==> config.mk <==
export PLATFORM = sky130hd
export DESIGN_NAME = rswp_qsine
export DESIGN_NICKNAME = d
export VERILOG_FILES = /design/src/design/rswp_pkg.sv /design/src/design/rswp_qsine.sv
export SDC_FILE = /design/constraint.sdc
export NUM_CORES = 2
export LEC_CHECK = 0
export BUFFER_PORTS_ARGS = -buffer_cell sky130_fd_sc_hd__buf_2
export CELL_PAD_IN_SITES_DETAIL_PLACEMENT = 1
export CELL_PAD_IN_SITES_GLOBAL_PLACEMENT = 1
export CORE_ASPECT_RATIO = 0.7
export CORE_UTILIZATION = 57
export DETAILED_ROUTE_END_ITERATION = 10
export PLACE_DENSITY_LB_ADDON = 0.15
export SLEW_MARGIN = 5
export SYNTH_ARGS = -nofsm -noshare
export SYNTH_HDL_FRONTEND = slang
export SYNTH_SLANG_ARGS = --single-unit
==> constraint.sdc <==
create_clock -name i_clk -period 16.3 [get_ports i_clk]
set_input_delay 3.26 -clock i_clk [delete_from_list [all_inputs] [get_ports i_clk]]
set_output_delay 3.26 -clock i_clk [all_outputs]
set_load 0.03 [all_outputs]
==> src/design/rswp_pkg.sv <==
`timescale 1ns / 1ps
package rswp_pkg;

    localparam int COORD_BITS_DEF = 16;
    localparam int ANGLE_BITS_DEF = 16;

    // register indexes
    localparam logic [2:0] REG_MOUNT_X = 3'd0;
    localparam logic [2:0] REG_MOUNT_Y = 3'd1;
    localparam logic [2:0] REG_MOUNT_A = 3'd2;
    localparam logic [2:0] REG_EAST    = 3'd3;
    localparam logic [2:0] REG_WEST    = 3'd4;
    localparam logic [2:0] REG_NORTH   = 3'd5;
    localparam logic [2:0] REG_SOUTH   = 3'd6;

    // polynomial coefficients of the quarter-wave sine
    localparam logic [15:0] SIN_C0 = 16'd2320;
    localparam logic [15:0] SIN_C1 = 16'd21024;
    localparam logic [15:0] SIN_C2 = 16'd51472;

endpackage

==> src/design/rswp_qsine.sv <==
`timescale 1ns / 1ps
// quarter-wave sine, four register stages, one multiply per stage
module rswp_qsine (
    input  logic        i_clk,
    input  logic        i_en,
    input  logic [16:0] i_z,
    output logic [16:0] o_s
);
    logic [16:0] r_z1, r_z2a, r_z3;
    logic [15:0] r_zz, r_zz3;
    logic [15:0] r_t2;
    logic [16:0] r_t3;
    logic [16:0] r_s;
    logic [33:0] n_zz;
    logic [31:0] n_p2;
    logic [32:0] n_p3;
    logic [33:0] n_p4;
    logic [15:0] w_q2;
    logic [16:0] w_q3;
    logic [18:0] w_q4;

    assign n_zz = i_z * i_z;
    assign n_p2 = r_zz * rswp_pkg::SIN_C0;
    assign w_q2 = 16'(n_p2 >> 15);
    assign n_p3 = r_t2 * {1'b0, r_zz3};
    assign w_q3 = 17'(n_p3 >> 15);
    assign n_p4 = r_z3 * r_t3;
    assign w_q4 = 19'(n_p4 >> 15);

    always_ff @(posedge i_clk) begin
        if (i_en) begin
            r_z1  <= i_z;
            r_zz  <= 16'(n_zz >> 15);
            r_z2a <= r_z1;
            r_zz3 <= r_zz;
            r_t2  <= rswp_pkg::SIN_C1 - w_q2;
            r_z3  <= r_z2a;
            r_t3  <= {1'b0, rswp_pkg::SIN_C2} - w_q3;
            r_s   <= (w_q4 > 19'd32768) ? 17'd32768 : w_q4[16:0];
        end
    end
    assign o_s = r_s;
endmodule

==> results.cfg <==
[floorplan]
ios = 36
coreArea_mm2 = 0.0527
die_x_um = 280
start_util = 0.583
placementRows = 70
chipHeight_um = 196
fp.dieArea_mm2 = 0.0549

[routing]
drc = 0
firstDrtPassIters = 5
wl_mm = 85.3
ant_nets = 0
dr_total_vias = 21909
drt_iter0_markers = 1318
avgViaCountPerCell = 5.59
wl_per_cell_um = 21.7

[synth]
syn-cell-area_mm2 = 0.0307
synthFlopType = edfxtp_1
synth_top_area_cell = fa_1
async_flop_share = 0
ys_top_cells_by_area = fa_1, ha_1, edfxtp_1
synth_cell_types = 78
synthDominantCellAreaShare = 0.391
synth-seq-cells = 132
ys_seq_area_frac = 0.129
synth_cells = 3224
synth_edf_count = 132
synth_warnings = 0
avgSynthCellArea_um2 = 9.54
syn_nets = 4200

[worst_setup_path]
critPathBufInv = 6
slowest_stage = fa_1
reg2reg_setup_slack_ps = 7860
start_kind = primary input
critPathCaptureType = flop
cp_top_family = adder cells
critPathMaxStageDelay_ps = 530
cp_cell_sequence = buf_2, inv_1, nor2_1, fa_1, inv_1, fa_1, fa_1, inv_1, fa_1, inv_1, fa_1, inv_1, fa_1, ha_1, a21o_1, a21o_1, a21o_1, or3_1, o221ai_1, a2111o_1, a21oi_1, o41ai_1, xnor2_1
rr_endpoint = o_s[9]$_SDFFCE_PN0P_
setup.worst_path.start = i_z[5]
worstSetupPathType = primary input to flop
crit_required_ps = 16510
critPathMaxFanout = 16
cp_common_cell = fa_1
worstPathArrival_ps = 9920
r2r.worst_path.cells = 23
rr_startpoint = r_z3[7]$_DFFE_PP_

[final_layout]
multiInputGateArea_mm2 = 0.0233
nNetsFinal = 4165
finalNonFillerCells = 3922
drive_gt1_frac = 0.0287
area_growth_syn_to_layout_pct = 4.22
regArea_mm2 = 0.00396
n_antenna_cell = 0
fill_cells = 6012
design_area_mm2 = 0.0320

[clock_tree]
post-cts-setup-buffers = 0
cts_hold_buf = 0
clock-sinks = 132
cts_max_level = 4
numCtsBuffers = 17
clockBufferDepth = 2
clk_latency_ps = 470
cts_tree = yes
cts.repair.resized = 0
clk_pin_slew_ps = 70
cts-root-buf = clkbuf_16

[worst_hold_path]
hold_path.class = flop to flop
worstHoldEndpoint = r_z3[14]$_DFFE_PP_
min_from = r_z2a[14]$_DFFE_PP_
min_path_cells = 0

[timing]
max_freq_ghz = 0.103
fin_crit_ps = 9710
maxSlewHeadroom = 0.338
hold_violations = 0
setup_viol = 0
holdWs_ps = 416
worstMarginPinSlew_ps = 993
finalClockSkew_ps = 17.0
slew_violations = 0
rsz0062_at_grt = no
tns_ps = 0
period_share = 0.596

[placement]
io_buffers = 35
gp_congestion = 0.884
dp.cells = 3890
placed_area_mm2 = 0.0315
dp_hpwl_mm = 69.4

[flow_run]
cap_violations = 0

[global_route]
grt-ovfl-total = 0
grt_pass1_vias = 25936
grt_usage = 0.331
grt_max_degree = 76
grt_pass1_wl_mm = 140
antenna_found_initial = 0

[status]
outcome = finished clean
layer usage:
layer | global-route usage | part of all wire
met4 | 0.0820 | 0.020
met1 | 0.444 | 0.43
met5 | 0 | 0
met2 | 0.569 | 0.49
met3 | 0.0467 | 0.058
synthesized netlist by cell type (12+ instances only):
master    number
a211oi_1      12
a21o_1        30
a21oi_1       64
and2_1       293
and3_1        15
clkbuf_1      92
edfxtp_1     132
fa_1         600
ha_1         357
inv_1        825
nand2_1      413
nand3_1       23
nand4_1       13
nor2_1        66
nor3_1        17
o21ai_0       21
xnor2_1       55
xor2_1        33
layout by cell type (no fill, tap or decap), types with 9 or more instances in the layout:
| cell type | Yosys | final |
|---|---|---|
| nor4_1 | 9 | 9 |
| and3_1 | 15 | 15 |
| nand3_1 | 23 | 23 |
| fa_1 | 600 | 600 |
| and2_1 | 293 | 293 |
| nand4_1 | 13 | 13 |
| a21oi_1 | 64 | 64 |
| ha_1 | 357 | 357 |
| inv_1 | 825 | 825 |
| nor2_1 | 66 | 66 |
| a21o_1 | 30 | 30 |
| o21ai_0 | 21 | 21 |
| nor3_1 | 17 | 17 |
| o21a_1 | 9 | 9 |
| xor2_1 | 33 | 33 |
| clkbuf_16 | 0 | 17 |
| edfxtp_1 | 132 | 132 |
| a211oi_1 | 12 | 12 |
| nand2b_1 | 9 | 9 |
| nand2_1 | 413 | 413 |
| o21ai_1 | 11 | 11 |
| o31ai_1 | 9 | 9 |
| buf_2 | 0 | 34 |
| xnor2_1 | 55 | 55 |
how the worst max path moves through the flow:
stage / to / slack [ps] / cells after the start
after floorplan: r_zz[15]$_DFFE_PP_ / 7150 / 22
after global routing: r_zz[10]$_DFFE_PP_ / 6310 / 23
after detailed placement: r_zz[15]$_DFFE_PP_ / 6170 / 24
after CTS: r_zz[10]$_DFFE_PP_ / 6590 / 23
after global placement: r_zz[15]$_DFFE_PP_ / 6390 / 24
final: r_zz[10]$_DFFE_PP_ / 6590 / 23
registers in the layout, indices dropped and copies added (netlist names):
register  count
o_s          17
r_t3         17
r_z1         17
r_z2a        17
r_z3         17
r_zz3        16
r_zz         16
r_t2         15
cell type report:
class                   count  share of cell area
well taps                 720              0.0281
flip-flops and latches    132               0.124
clock buffers              19              0.0135
multi-input cells        2174               0.728
repair buffers             39             0.00660
inverters                 825              0.0966
clock inverters            13             0.00344
cell families after synthesis:
group           Yosys count  synth area share
compound gates          231            0.0529
xor+xnor                 89            0.0256
fa+ha+maj               957             0.536
buf+inv                 918             0.112
flops                   132             0.129
mux                       6           0.00208
other cells               1          0.000122
simple gates            890             0.142
metrics by stage:
step	worst slack (ps)	utilization
final	6590	0.608
after global routing	6310	0.608
after CTS	6590	0.608
after detailed placement	6170	0.597
after global placement	6390	0.597
after floorplan	7150	-
Power is not shown: default switching activity piles up to over one toggle a cycle in this logic, so the estimate is an artifact.
